## config.mk

```make
export PLATFORM = sky130hd
export DESIGN_NAME = datagram_deframer_crc_check_core
export DESIGN_NICKNAME = d
export VERILOG_FILES = /design/src/hdl/dgd_pkg.sv /design/src/hdl/dgd_parse.sv /design/src/hdl/dgd_out_reg.sv /design/src/hdl/datagram_deframer_crc_check_core.sv
export SDC_FILE = /design/constraint.sdc
export NUM_CORES = 1
export LEC_CHECK = 0
export BUFFER_PORTS_ARGS = -buffer_cell sky130_fd_sc_hd__buf_2
export CELL_PAD_IN_SITES_DETAIL_PLACEMENT = 2
export CELL_PAD_IN_SITES_GLOBAL_PLACEMENT = 2
export CORE_MARGIN = 2
export CORE_UTILIZATION = 41
export CTS_BUF_LIST = sky130_fd_sc_hd__clkbuf_8
export DETAILED_ROUTE_END_ITERATION = 12
export GPL_ROUTABILITY_DRIVEN = 0
export PLACE_DENSITY = 0.88
export SLEW_MARGIN = 20
export SYNTH_ARGS = -nofsm -noshare
export SYNTH_HDL_FRONTEND = slang
export SYNTH_SLANG_ARGS = --single-unit
```

## constraint.sdc

```tcl
create_clock -name i_clk -period 29.2 [get_ports i_clk]
set_clock_uncertainty 0.2 [all_clocks]
set_input_delay 2.92 -clock i_clk [delete_from_list [all_inputs] [get_ports i_clk]]
set_output_delay 2.92 -clock i_clk [all_outputs]
set_load 0.01 [all_outputs]
```

## src/hdl/dgd_pkg.sv

```systemverilog
// ---------------------------------------------------------------------------
// dgd_pkg
// Shared types, constants and CRC byte-update functions for the datagram
// deframer with header and payload CRC checking.
// ---------------------------------------------------------------------------
`default_nettype none

package dgd_pkg;

    // Header lengths in bytes, without and with the payload CRC-32 field
    localparam int unsigned HDR_MIN_LEN = 12;
    localparam int unsigned HDR_EXT_LEN = 16;

    // Byte counter width; it saturates at all ones
    localparam int unsigned COUNT_W = 33;

    // Flags byte: bit carrying the payload-checksum-included flag
    localparam int unsigned FLAG_BIT = 7;

    // Header byte offsets
    localparam int unsigned OFS_BEGIN_LO = 0;
    localparam int unsigned OFS_BEGIN_HI = 1;
    localparam int unsigned OFS_VERSION  = 2;
    localparam int unsigned OFS_FLAGS    = 3;
    localparam int unsigned OFS_LEN_LO   = 4;
    localparam int unsigned OFS_LEN_HI   = 7;
    localparam int unsigned OFS_PCRC_LO  = 8;
    localparam int unsigned OFS_PCRC_HI  = 11;

    // CRC constants (both reflected)
    localparam logic [15:0] CRC16_POLY = 16'hA001;
    localparam logic [15:0] CRC16_INIT = 16'h0000;
    localparam logic [31:0] CRC32_POLY = 32'hEDB88320;
    localparam logic [31:0] CRC32_INIT = 32'hFFFFFFFF;
    localparam logic [31:0] CRC32_XOUT = 32'hFFFFFFFF;

    // Register map: register index taken from paddr above the byte lanes
    localparam int unsigned PADDR_W      = 3;
    localparam logic        REG_BEGIN_MK = 1'b0;

    // End-of-buffer status codes
    typedef enum logic [2:0] {
        ST_OK        = 3'd0,
        ST_TOO_SHORT = 3'd1,
        ST_BAD_BEGIN = 3'd2,
        ST_HDR_CRC   = 3'd3,
        ST_OVERFLOW  = 3'd4,
        ST_PAY_CRC   = 3'd5
    } t_status;

    // One result item
    typedef struct packed {
        logic        byte_valid;
        logic [7:0]  payload;
        logic        frame_end;
        t_status     status;
        logic [7:0]  version;
        logic        flag;
        logic [31:0] length;
    } t_result;

    // CRC-16/ARC, one byte, LSB first
    function automatic logic [15:0] crc16_arc_byte(input logic [15:0] crc,
                                                   input logic [7:0]  b);
        logic [15:0] c;
        c = crc ^ {8'h00, b};
        for (int i = 0; i < 8; i++) begin
            c = c[0] ? ((c >> 1) ^ CRC16_POLY) : (c >> 1);
        end
        return c;
    endfunction

    // CRC-32 (reflected), one byte, LSB first
    function automatic logic [31:0] crc32_byte(input logic [31:0] crc,
                                               input logic [7:0]  b);
        logic [31:0] c;
        c = crc ^ {24'h000000, b};
        for (int i = 0; i < 8; i++) begin
            c = c[0] ? ((c >> 1) ^ CRC32_POLY) : (c >> 1);
        end
        return c;
    endfunction

endpackage

`default_nettype wire

```

## src/hdl/dgd_parse.sv

```systemverilog
// ---------------------------------------------------------------------------
// dgd_parse
// Per-frame header capture, running CRCs and status evaluation. Takes one
// byte per cycle while i_accept is high; the byte's result is combinational.
// ---------------------------------------------------------------------------
`default_nettype none

module dgd_parse (
    input  wire logic             i_clk,
    input  wire logic             i_rst_n,
    input  wire logic             i_accept,
    input  wire logic [7:0]       i_data_byte,
    input  wire logic             i_buffer_last,
    input  wire logic [15:0]      i_marker,
    output logic                  o_has_result,
    output dgd_pkg::t_result      o_result
);
    import dgd_pkg::*;

    // Frame state
    logic [COUNT_W-1:0] r_count;
    logic [15:0]        r_begin_word;
    logic [7:0]         r_version;
    logic               r_flag;
    logic [31:0]        r_length;
    logic [31:0]        r_pay_crc;
    logic [15:0]        r_hdr_crc;
    logic [15:0]        r_crc16;
    logic [31:0]        r_crc32;

    logic [COUNT_W-1:0] n_count;
    logic [15:0]        n_begin_word;
    logic [7:0]         n_version;
    logic               n_flag;
    logic [31:0]        n_length;
    logic [31:0]        n_pay_crc;
    logic [15:0]        n_hdr_crc;
    logic [15:0]        n_crc16;
    logic [31:0]        n_crc32;

    logic [COUNT_W-1:0] hl;
    logic [COUNT_W-1:0] pay_ofs;
    logic               is_payload;
    logic               pay_ok;
    logic [COUNT_W:0]   need_len;
    t_status            status;

    // Field capture and CRC update for this byte
    always_comb begin
        n_flag       = r_flag;
        n_begin_word = r_begin_word;
        n_version    = r_version;
        n_length     = r_length;
        n_pay_crc    = r_pay_crc;
        n_hdr_crc    = r_hdr_crc;
        n_crc16      = r_crc16;
        n_crc32      = r_crc32;

        if (r_count == COUNT_W'(OFS_FLAGS)) begin
            n_flag = i_data_byte[FLAG_BIT];
        end
        hl = n_flag ? COUNT_W'(HDR_EXT_LEN) : COUNT_W'(HDR_MIN_LEN);

        if (r_count < hl - COUNT_W'(2)) begin
            n_crc16 = crc16_arc_byte(r_crc16, i_data_byte);
        end

        if (r_count == COUNT_W'(OFS_BEGIN_LO)) begin
            n_begin_word[7:0] = i_data_byte;
        end else if (r_count == COUNT_W'(OFS_BEGIN_HI)) begin
            n_begin_word[15:8] = i_data_byte;
        end else if (r_count == COUNT_W'(OFS_VERSION)) begin
            n_version = i_data_byte;
        end else if (r_count >= COUNT_W'(OFS_LEN_LO) && r_count <= COUNT_W'(OFS_LEN_HI)) begin
            case (r_count[1:0])
                2'd0:    n_length[7:0]   = i_data_byte;
                2'd1:    n_length[15:8]  = i_data_byte;
                2'd2:    n_length[23:16] = i_data_byte;
                default: n_length[31:24] = i_data_byte;
            endcase
        end else if (n_flag && r_count >= COUNT_W'(OFS_PCRC_LO)
                     && r_count <= COUNT_W'(OFS_PCRC_HI)) begin
            case (r_count[1:0])
                2'd0:    n_pay_crc[7:0]   = i_data_byte;
                2'd1:    n_pay_crc[15:8]  = i_data_byte;
                2'd2:    n_pay_crc[23:16] = i_data_byte;
                default: n_pay_crc[31:24] = i_data_byte;
            endcase
        end

        // Header CRC field: last two bytes of the header
        if (r_count == hl - COUNT_W'(2)) begin
            n_hdr_crc[7:0] = i_data_byte;
        end else if (r_count == hl - COUNT_W'(1)) begin
            n_hdr_crc[15:8] = i_data_byte;
        end

        // Payload window: hl <= count < hl + length
        pay_ofs    = r_count - hl;
        is_payload = (r_count >= hl) && (pay_ofs < {1'b0, n_length});
        if (is_payload) begin
            n_crc32 = crc32_byte(r_crc32, i_data_byte);
        end
        pay_ok = is_payload && (n_begin_word == i_marker) && (n_hdr_crc == n_crc16);

        // Saturating byte count; after this byte it is the buffer length
        n_count = (&r_count) ? r_count : r_count + COUNT_W'(1);
    end

    // End-of-buffer status, first failing check wins
    always_comb begin
        need_len = {2'b00, n_length} + {1'b0, hl};
        if (n_count < COUNT_W'(HDR_MIN_LEN)) begin
            status = ST_TOO_SHORT;
        end else if (n_begin_word != i_marker) begin
            status = ST_BAD_BEGIN;
        end else if (n_flag && n_count < COUNT_W'(HDR_EXT_LEN)) begin
            status = ST_TOO_SHORT;
        end else if (n_hdr_crc != n_crc16) begin
            status = ST_HDR_CRC;
        end else if (need_len > {1'b0, n_count}) begin
            status = ST_OVERFLOW;
        end else if (n_flag && ((n_crc32 ^ CRC32_XOUT) != n_pay_crc)) begin
            status = ST_PAY_CRC;
        end else begin
            status = ST_OK;
        end
    end

    // Result item for this byte
    always_comb begin
        o_has_result        = pay_ok || i_buffer_last;
        o_result.byte_valid = pay_ok;
        o_result.payload    = pay_ok ? i_data_byte : 8'h00;
        o_result.frame_end  = i_buffer_last;
        o_result.status     = i_buffer_last ? status : ST_OK;
        o_result.version    = i_buffer_last ? n_version : 8'h00;
        o_result.flag       = i_buffer_last ? n_flag : 1'b0;
        o_result.length     = i_buffer_last ? n_length : 32'h0;
    end

    // State update; the end of a buffer returns everything to reset
    always_ff @(posedge i_clk) begin
        if (!i_rst_n || (i_accept && i_buffer_last)) begin
            r_count      <= '0;
            r_begin_word <= '0;
            r_version    <= '0;
            r_flag       <= 1'b0;
            r_length     <= '0;
            r_pay_crc    <= '0;
            r_hdr_crc    <= '0;
            r_crc16      <= CRC16_INIT;
            r_crc32      <= CRC32_INIT;
        end else if (i_accept) begin
            r_count      <= n_count;
            r_begin_word <= n_begin_word;
            r_version    <= n_version;
            r_flag       <= n_flag;
            r_length     <= n_length;
            r_pay_crc    <= n_pay_crc;
            r_hdr_crc    <= n_hdr_crc;
            r_crc16      <= n_crc16;
            r_crc32      <= n_crc32;
        end
    end

endmodule

`default_nettype wire

```

## src/hdl/dgd_out_reg.sv

```systemverilog
// ---------------------------------------------------------------------------
// dgd_out_reg
// Result register between the parser and the output channel. Takes a new
// item in the same cycle that the held one is taken.
// ---------------------------------------------------------------------------
`default_nettype none

module dgd_out_reg (
    input  wire logic             i_clk,
    input  wire logic             i_rst_n,
    input  wire logic             i_load,
    input  wire dgd_pkg::t_result i_result,
    input  wire logic             i_ready,
    output logic                  o_valid,
    output dgd_pkg::t_result      o_result,
    output logic                  o_space
);
    import dgd_pkg::*;

    logic    r_valid;
    t_result r_result;

    // Room for a new item when empty or when the held item leaves now
    assign o_space  = !r_valid || i_ready;
    assign o_valid  = r_valid;
    assign o_result = r_result;

    // Valid flag
    always_ff @(posedge i_clk) begin
        if (!i_rst_n) begin
            r_valid <= 1'b0;
        end else if (i_load) begin
            r_valid <= 1'b1;
        end else if (i_ready) begin
            r_valid <= 1'b0;
        end
    end

    // Payload
    always_ff @(posedge i_clk) begin
        if (i_load) begin
            r_result <= i_result;
        end
    end

endmodule

`default_nettype wire

```

## src/hdl/datagram_deframer_crc_check_core.sv

```systemverilog
// ---------------------------------------------------------------------------
// datagram_deframer_crc_check_core
// Datagram deframer: header parse, CRC-16/ARC header check, payload
// pass-through and CRC-32 payload check, with an APB register for the marker.
//
// Input channel (i_valid/o_ready): one buffer byte per item, i_buffer_last on
// the final byte. Output channel (o_valid/i_ready): one item per passed
// payload byte and one on the final byte, which has o_frame_end set with
// status, version, flag and length valid; other bytes give no item.
// o_valid rises in the cycle after acceptance (result register).
// Throughput: one byte per cycle while o_ready is high; both CRC byte updates
// and the status checks sit between the frame state and the result register.
// Stall: with a result held and i_ready low, o_ready drops until it is
// taken; nothing is lost.
// Reset: frame state clears, the output register empties and the begin
// marker returns to zero. The frame state also clears after every buffer end.
// Register 0 (paddr 0): begin marker, bits 15:0, read/write.
// ---------------------------------------------------------------------------
`default_nettype none

module datagram_deframer_crc_check_core (
    input  wire logic                          i_clk,
    input  wire logic                          i_rst_n,
    // byte input
    input  wire logic                          i_valid,
    output logic                               o_ready,
    input  wire logic [7:0]                    i_data_byte,
    input  wire logic                          i_buffer_last,
    // result output
    output logic                               o_valid,
    input  wire logic                          i_ready,
    output logic                               o_byte_valid,
    output logic [7:0]                         o_payload_out,
    output logic                               o_frame_end,
    output logic [2:0]                         o_status,
    output logic [7:0]                         o_version,
    output logic                               o_checksum_included,
    output logic [31:0]                        o_payload_length,
    // configuration
    input  wire logic                          psel,
    input  wire logic                          penable,
    input  wire logic                          pwrite,
    input  wire logic [dgd_pkg::PADDR_W-1:0]   paddr,
    input  wire logic [31:0]                   pwdata,
    output logic [31:0]                        prdata,
    output logic                               pready
);
    import dgd_pkg::*;

    logic [15:0] r_marker;
    logic        accept;
    logic        has_result;
    logic        space;
    t_result     res_next;
    t_result     res_out;

    // Register port
    assign pready = 1'b1;
    assign prdata = (paddr[PADDR_W-1] == REG_BEGIN_MK) ? {16'h0000, r_marker} : 32'h0;

    always_ff @(posedge i_clk) begin
        if (!i_rst_n) begin
            r_marker <= 16'h0000;
        end else if (psel && penable && pwrite && pready
                     && paddr[PADDR_W-1] == REG_BEGIN_MK) begin
            r_marker <= pwdata[15:0];
        end
    end

    // Input handshake
    assign o_ready = space;
    assign accept  = i_valid && space;

    dgd_parse u_parse (
        .i_clk         (i_clk),
        .i_rst_n       (i_rst_n),
        .i_accept      (accept),
        .i_data_byte   (i_data_byte),
        .i_buffer_last (i_buffer_last),
        .i_marker      (r_marker),
        .o_has_result  (has_result),
        .o_result      (res_next)
    );

    dgd_out_reg u_out_reg (
        .i_clk    (i_clk),
        .i_rst_n  (i_rst_n),
        .i_load   (accept && has_result),
        .i_result (res_next),
        .i_ready  (i_ready),
        .o_valid  (o_valid),
        .o_result (res_out),
        .o_space  (space)
    );

    // Output fields
    assign o_byte_valid        = res_out.byte_valid;
    assign o_payload_out       = res_out.payload;
    assign o_frame_end         = res_out.frame_end;
    assign o_status            = res_out.status;
    assign o_version           = res_out.version;
    assign o_checksum_included = res_out.flag;
    assign o_payload_length    = res_out.length;

    // Status and header fields only on the closing item
    a_fields_on_end: assert property (@(posedge i_clk) disable iff (!i_rst_n)
        o_valid && !o_frame_end |-> o_status == ST_OK && o_version == 8'h00
                                   && o_payload_length == 32'h0)
        else $error("header fields set on a non-closing item");

    // No payload byte on the closing item without a valid marker and header CRC
    a_pay_hdr_good: assert property (@(posedge i_clk) disable iff (!i_rst_n)
        o_valid && o_byte_valid && o_frame_end |->
            o_status != ST_TOO_SHORT && o_status != ST_BAD_BEGIN
            && o_status != ST_HDR_CRC)
        else $error("payload byte passed from a bad header");

    // Items without payload carry a zero byte; every item has a reason
    a_item_reason: assert property (@(posedge i_clk) disable iff (!i_rst_n)
        o_valid |-> (o_byte_valid || o_frame_end)
                    && (o_byte_valid || o_payload_out == 8'h00))
        else $error("result item with no payload and no frame end");

endmodule

`default_nettype wire
```

==> summary.md, run 1 <==
The core region is 0.0419 mm^2. STA classifies the critical path startpoint as an input pin. The flip-flop and latch count after synthesis is 257.

Maximum number of pins on one net before global-route repair: 91. Setup repair after global routing left no endpoint under its margin. The detailed router finished its first iteration with 1124 violations. Along the worst path, the maximum fanout reaches 36. The area growth from synthesis to layout is 10.3%. The synthesized design spends more area on one cell type than any other, namely sky130_fd_sc_hd__dfxtp_1.

The count of unique library cells instantiated by Yosys is 83. The dominant register cell in the synthesized netlist was sky130_fd_sc_hd__dfxtp_1. After Yosys synthesis, and, or, nand and nor cells account for 23.5% of the synthesized area. The final count of pins violating max slew is 0.

The critical path startpoint is i_data_byte[7]. The total overflow left after global routing is 0. The post-cts repair resize count came out at 0. During placement, the flow inserted port buffers numbering 104. The time the worst path needs with I/O delays and setup is 11180 ps, and the worst stage delay on the critical path is 610 ps.

The post-route fraction of the period consumed by the critical path was 38.3%. After detailed routing, the average wire length per cell comes to 26.7 um. The routed layout has 16600 vias.

Using the TritonRoute via totals, the vias-per-cell ratio works out to 6.12. Of the cells placed in the final design, the portion with a size suffix greater than 1 is 11.2%. After floorplanning, the core was divided into 75 placement rows. The sequential-to-total area share from yosys stat was 32.8%. In this run the power density over the cells is 48.1 mW/mm^2. For the pin with the worst max-slew slack, the measured transition is 1170 ps. For this design, the sink count on the clock tree is 257. The leading cell type by number of instances after synthesis was sky130_fd_sc_hd__nand2_1. STA puts the critical path data arrival time at 11250 ps. Once the floorplan was initialized, standard cells occupied 41.4% of the core. Post-DP HPWL: 48400 um. TritonCTS built the clock tree.

Setup slack on the worst reg-to-reg path comes out at 19380 ps. For the number of post-CTS setup repair buffers, the log shows 0. The tools report the origin of the critical flop-to-flop path as u_parse.r_count[24]$_SDFFE_PP0P_. After synthesis, the largest family of logic cells by area is simple AND/OR/NAND/NOR gates. The total number of cells along the worst setup path is 28. The mapped netlist covers 0.0173 mm^2.

The startpoint of the tightest hold check path is u_parse.r_pay_crc[14]$_SDFFE_PP0P_. Across all hold checks on the routed design, the worst slack comes to 264 ps. Via count of the first global-routing pass: 18600. The tool flagged a number of max-cap violations equal to 0.

The H-tree was split into 2 levels. The kind of path behind the tightest hold check was reg2reg. The tools report the worst vdd rail ir drop as 36.5 uV. The tree is rooted in a sky130_fd_sc_hd__clkbuf_8. Measured against its own limit, the worst slew margin works out to 21.5%. The analysis attributes to cell leakage a power of 7.33 nW. The number of antenna diodes is 0, and the synthesized area per cell is 8.25 um^2. In the synthesized netlist, the cells that appear most often are sky130_fd_sc_hd__nand2_1, sky130_fd_sc_hd__dfxtp_1, sky130_fd_sc_hd__nor2_1, sky130_fd_sc_hd__xnor2_1, sky130_fd_sc_hd__a21oi_1.

In the routed design, unresolved DRC markers number 0. The critical path endpoint category is a register. The sum of negative setup slack was 0 ps; the number of buffers created by CTS was 47. The fill cell instance count of the final layout came out at 4668. The run finished with clean final reports.

In this run the critical register-to-register path is captured at u_out_reg.o_result[0]$_SDFFCE_PN0P_. At the later pin of the worst-skew pair, clock insertion delay measures 660 ps. After clock tree synthesis, the clock-pin slew on the worst setup and hold paths is 60 ps. Derived from the worst setup path, the maximum achievable clock frequency is 89.4 MHz. The cell family contributing the most delay on the critical path is simple AND/OR/NAND/NOR gates. Buffers inserted to repair hold after CTS numbered 0. The first global-routing pass estimated 112000 um of wire. The slowest stage of the critical path is the sky130_fd_sc_hd__clkinv_1 cell.

In the post-synthesis netlist, the biggest area contributors are sky130_fd_sc_hd__dfxtp_1, sky130_fd_sc_hd__edfxtp_1, sky130_fd_sc_hd__xnor2_1. The logs give 32.8% for the total routing usage reported by global routing and 0 for the count of warnings emitted by yosys. Total I/O pin count: 140.

Number of synthesized flops with an enable pin: 54. The total of endpoints with negative setup slack in the final report is 0, and the instance count of the mapped netlist is 2101. Number of endpoints with negative hold slack in the final report: 0. The type of the setup path with the least slack is in2reg. In this run the worst setup path terminates at u_out_reg.o_result[0]$_SDFFCE_PN0P_.

For the worst flop-to-flop path, the logic depth is 28. The overall power consumption is 0.919 mW, and the number of antenna violations at the first check in global routing is 1. Once detail routing completed, the nets flagged for antenna violations numbered 0. Cell repeated most along the worst path: sky130_fd_sc_hd__buf_4. The critical path contains buffers and inverters numbering 6 combined. Summing the areas of all fa, ha and maj instances in the mapped netlist gives 5.24% of the synthesized area. Wires add up to 72500 um. The synthesized netlist devotes 14.0% of its cell area to XOR and XNOR gates. Of the post-synthesis cell area, the dominant cell type holds 23.4%.

Before antenna repair, the detailed router went through 5 iterations. Of all flip-flops after synthesis, the portion carrying an async set or reset was 0%. The run gives 0.0440 mm^2 as the total die area.

Chip height: 210 um. Summing the areas of all compound-gate instances in the mapped netlist gives 12.4% of the synthesized area. Multiplexer share of the synthesized area: 7.24%.

The final layout contains 2266 nets. The die is 210 um wide. No sink is reached through more buffers than the 3 on the longest clock path.

The tools report the data required time at the worst endpoint as 29270 ps.
==> flip-flops by register name, summed over array words and instances (netlist names), 32 cells and up <==
signal              flops
u_parse.r_crc32        32
u_out_reg.o_result     54
u_parse.r_pay_crc      32
u_parse.r_count        33
u_parse.r_length       32
==> per-layer routing <==
layer,routed length [um],global-route usage (%),vias up,share of wire [%]
li1,-,-,7349,-
met1,28600,37.2,8383,40
met2,35800,57.8,613,49
met3,3710,5.90,269,5.1
met4,4360,19.2,0,6.0
met5,0,0,-,0
==> worst reg2reg max path: cells and delay by family (launching register included) <==
kind | cells | cell delay [ps]
simple gates | 15 | 5270
buf+inv | 3 | 1260
compound gates | 6 | 1130
fa+ha+maj | 2 | 670
flops | 1 | 490
mux | 1 | 250
xor+xnor | 1 | 120
==> per-stage QoR <==
step | cell area [um^2] | cells | setup slack (ps) | utilization, %
after floorplan | 17400 | 2116 | 17760 | -
after global placement | 18200 | 2633 | 17990 | 43.4
after detailed placement | 18200 | 2633 | 17530 | 43.4
after CTS | 19100 | 2716 | 18190 | 45.7
after global routing | 19100 | 2716 | 17490 | 45.7
final | 19100 | 2716 | 18020 | 45.7
==> area by class of cell <==
class	instances	area, um^2	area share [%]
Clock inverter	26	161	0.844
Sequential cell	257	5690	29.7
Inverter	36	135	0.707
Multi-Input combinational cell	1664	10900	57.1
Clock buffer	57	785	4.10
Tap cell	539	674	3.53
Timing Repair Buffer	137	768	4.02
==> kinds of logic after synthesis <==
family	after synthesis
AO/OA/AOI/OAI	339
XOR/XNOR	272
adder cells (fa/ha/maj)	72
buffers and inverters	195
flip-flops	257
multiplexers	124
other	2
AND/OR/NAND/NOR	840
==> where the power goes <==
| group | total (mW) | switching (mW) | internal, mW |
|---|---|---|---|
| clock network | 0.367 | 0.174 | 0.193 |
| logic | 0.172 | 0.114 | 0.0580 |
| registers | 0.380 | 0.00799 | 0.372 |
==> how the worst min path moves through the flow <==
stage | to | cells past startpoint
after global routing | u_parse.r_pay_crc[26]$_SDFFE_PP0P_ | 2
after floorplan | u_parse.r_pay_crc[24]$_SDFFE_PP0P_ | 2
after global placement | u_parse.r_pay_crc[26]$_SDFFE_PP0P_ | 2
after detailed placement | u_parse.r_version[5]$_SDFFE_PP0P_ | 2
after CTS | u_parse.r_pay_crc[26]$_SDFFE_PP0P_ | 2
final | u_parse.r_pay_crc[14]$_SDFFE_PP0P_ | 2
==> cell usage in the layout, fill, tap and decap left out, types with 24 or more instances in the layout <==
cell,n
sky130_fd_sc_hd__nand2_1,307
sky130_fd_sc_hd__dfxtp_1,203
sky130_fd_sc_hd__nor2_1,174
sky130_fd_sc_hd__xnor2_1,148
sky130_fd_sc_hd__a21oi_1,131
sky130_fd_sc_hd__xor2_1,120
sky130_fd_sc_hd__mux2i_1,112
sky130_fd_sc_hd__buf_2,104
sky130_fd_sc_hd__ha_1,71
sky130_fd_sc_hd__nor2b_1,69
sky130_fd_sc_hd__nand3_1,62
sky130_fd_sc_hd__clkbuf_8,57
sky130_fd_sc_hd__edfxtp_1,54
sky130_fd_sc_hd__inv_1,51
sky130_fd_sc_hd__nand4_1,47
sky130_fd_sc_hd__o21ai_0,47
sky130_fd_sc_hd__nor3_1,45
sky130_fd_sc_hd__a211oi_1,44
sky130_fd_sc_hd__buf_4,33
sky130_fd_sc_hd__nor4_1,24
(Power assumes the default switching activity.)
==> run 2, diff against run 1 <==
--- a/config.mk
+++ b/config.mk
@@ -9,11 +9,11 @@
 export CELL_PAD_IN_SITES_DETAIL_PLACEMENT = 2
 export CELL_PAD_IN_SITES_GLOBAL_PLACEMENT = 2
 export CORE_MARGIN = 2
-export CORE_UTILIZATION = 41
+export CORE_UTILIZATION = 38
 export CTS_BUF_LIST = sky130_fd_sc_hd__clkbuf_8
 export DETAILED_ROUTE_END_ITERATION = 12
 export GPL_ROUTABILITY_DRIVEN = 0
-export PLACE_DENSITY = 0.88
+export PLACE_DENSITY = 0.83
 export SLEW_MARGIN = 20
 export SYNTH_ARGS = -nofsm -noshare
 export SYNTH_HDL_FRONTEND = slang
==> constraint.sdc (replaced) <==
create_clock -name i_clk -period 11.5 [get_ports i_clk]
set_clock_uncertainty 0.2 [all_clocks]
set_input_delay 1.15 -clock i_clk [delete_from_list [all_inputs] [get_ports i_clk]]
set_output_delay 1.15 -clock i_clk [all_outputs]
set_load 0.01 [all_outputs]
==> run 2 against run 1 <==
  * Worst setup slack worse by 16000 ps
  * Cell area up 0.65%
  * Core utilization down 3.1 points
  * Critical path depth up 1
  * Largest power group unchanged
  * Highest routed layer unchanged
==> summary.md, run 2 (same netlist as run 1, synthesis figures left out) <==
The floorplan step defined a die boundary enclosing 0.0474 mm^2. Of all nets on the critical path, the largest fanout is 23. Among the stages of the critical path, the cell type that occurs most often is sky130_fd_sc_hd__buf_4. The first global-routing pass estimated 102000 um of wire. The number of antenna diodes in the final layout is 0. The tools report the number of endpoints with negative hold slack in the final report as 0. Final count of pins violating max slew: 0.

Dividing the detail-routed via count by the number of cells gives 5.75. In this run the clock root is driven by a sky130_fd_sc_hd__clkbuf_8. The number of antenna violations at the first check in global routing is 1, and the total routing usage reported by global routing is 27.7%. Max-cap violations in this run came to 0. The die is 218 um wide. The layout has 5032 filler cells. Clock tree synthesis found a total of 257 sinks. For the worst setup path, the data arrival time is 9720 ps. Leaving out fill and tap cells, the most frequent cells in the layout are sky130_fd_sc_hd__nand2_1, sky130_fd_sc_hd__dfxtp_1, sky130_fd_sc_hd__nor2_1. Hold timing on the final database bottoms out at a slack of 262 ps.

Timing analysis after detailed placement gives a worst setup slack of 1830 ps. For the finished layout, the period the worst path requires is 9600 ps. The number of buffers inserted by port buffering works out to 104.

The detail route stage leaves a number of antenna-violating nets equal to 0. The logs give 76.4 uV for the worst vdd rail ir drop and 0.0182 mm^2 for the placed cell area. The kind of launch point of the worst setup path was a register. Across all setup checks in the final design, the least slack found is 1900 ps. The tools report the number of hold buffers added after CTS as 0. The register with the most flip-flops in the layout has 54 of them. The leakage power total was 7.35 nW; the via count of the first global-routing pass was 17500. After clock tree synthesis, the setup repair step added 0 buffers. For this run, the post-layout net count is 2269. The run gives 42.6% as the final standard cell utilization of the core. Total I/O pin count: 140. The filler-free cell count of the finished design is 2783. Library cell contributing the largest single delay on the critical path: sky130_fd_sc_hd__or4_4. Leaving out fill and tap cells, the most frequent cell in the layout is sky130_fd_sc_hd__nand2_1. Setup repair after global routing left no endpoint under its margin. The tools report the critical path endpoint category as a register.

After legalization and detailed placement, the total HPWL measured 47200 um. The chip height came out at 218 um. The share of layout cells above drive strength 1 was 11.4%; the number of buffers created by CTS was 48. The type of the setup path with the least slack was reg2reg.

Setup violations remaining at the end of the flow were counted as 0. The worst register-to-register path has a depth of 29. Along the worst hold path, the cell count comes to 2. The run finished with clean final reports. The design draws 2.31 mW. In the final routed layout, each cell accounts on average for 23.7 um.

TritonCTS built the clock tree. The first routing iteration left 788 violations. The post-route fraction of the period consumed by the critical path works out to 83.5%. The core region is 0.0452 mm^2. The area growth from synthesis to layout is 11.0%.

The worst stage delay on the critical path was 640 ps. The routed via count came out at 16000. Summed over all failing endpoints, the final setup total negative slack is 0 ps.

The run gives 28.1% as the worst slew margin relative to its limit. The floorplan row count is 78. The initial core utilization is 38.4%, and the transition at the pin with the smallest max-transition slack is 1070 ps.

Including well taps, the total number of placed cells is 2695. The first TritonRoute pass finished after 6 iterations. For this run, design rule violations remaining after detail routing come to 0.

After clock tree synthesis, the repair step resized 0 gates. Entering global routing, the biggest net connects 84 pins. The insertion delay to the later sink of the worst-skew pair was 650 ps. After routing the design area is 0.0192 mm^2.

Global routing finished with a remaining overflow of 0. The logs give 11620 ps for the data required time at the worst endpoint and 2 for the maximum level of the CTS H-tree. Dividing total power by cell area gives a power density of 120 mW/mm^2. For this run, the top clock speed supported by timing is 104 MHz. Summed over all layers, the routed wires come to 66000 um. The maximum count of clock buffers along a single path was 3.

After clock tree synthesis, the clock-pin slew on the worst setup and hold paths is 60 ps. Kind of path behind the tightest hold check: reg2reg.
-- run 2: changes by cell type in the layout (fill, tap and decap cells not counted) --
cell,delta
sky130_fd_sc_hd__inv_1,-2
sky130_fd_sc_hd__clkinv_1,+2
sky130_fd_sc_hd__buf_4,+1
sky130_fd_sc_hd__buf_16,+1
sky130_fd_sc_hd__nor4_1,+1
sky130_fd_sc_hd__nor4_2,-1
sky130_fd_sc_hd__clkinv_2,+4
-- run 2: worst paths after layout --
path	slack, ps	end	startpoint
setup / recovery	1900	u_out_reg.o_result[16]$_SDFFCE_PN0P_	u_parse.r_count[24]$_SDFFE_PP0P_
hold / removal	260	u_parse.r_pay_crc[0]$_SDFFE_PP0P_	u_parse.r_pay_crc[0]$_SDFFE_PP0P_
setup reg to reg	1900	u_out_reg.o_result[16]$_SDFFCE_PN0P_	u_parse.r_count[24]$_SDFFE_PP0P_
hold reg to reg	260	u_parse.r_pay_crc[0]$_SDFFE_PP0P_	u_parse.r_pay_crc[0]$_SDFFE_PP0P_
-- run 2: worst max-delay path, delay by kind of cell, from the launching register on --
| kind | cells | cell delay [ps] |
|---|---|---|
| mux | 1 | 240 |
| simple gates | 15 | 5210 |
| buf+inv | 4 | 1160 |
| compound gates | 6 | 1100 |
| fa+ha+maj | 2 | 610 |
| xor+xnor | 1 | 240 |
| flops | 1 | 460 |
-- run 2: power breakdown --
group          switching, mW  total (mW)  internal, mW
combinational          0.276       0.424         0.149
sequential            0.0186       0.964         0.946
clock                  0.428       0.922         0.494
total                  0.722        2.31          1.59
-- run 2: per-layer routing --
layer / share of wire [%] / track usage (%) / vias up
li1: - / - / 7371
met1: 42 / 33.0 / 8106
met2: 50 / 50.2 / 383
met3: 4.0 / 3.86 / 138
met4: 3.5 / 10.5 / 0
met5: 0 / 0 / -
-- run 2: cell type report --
type	count	area (um^2)	area share [%]
clock inverter	30	181	0.943
inverter	36	135	0.702
sequential	257	5690	29.5
tap	600	751	3.90
multi-input combinational	1664	10900	56.7
clock buffer	57	785	4.08
timing repair buffer	139	803	4.17
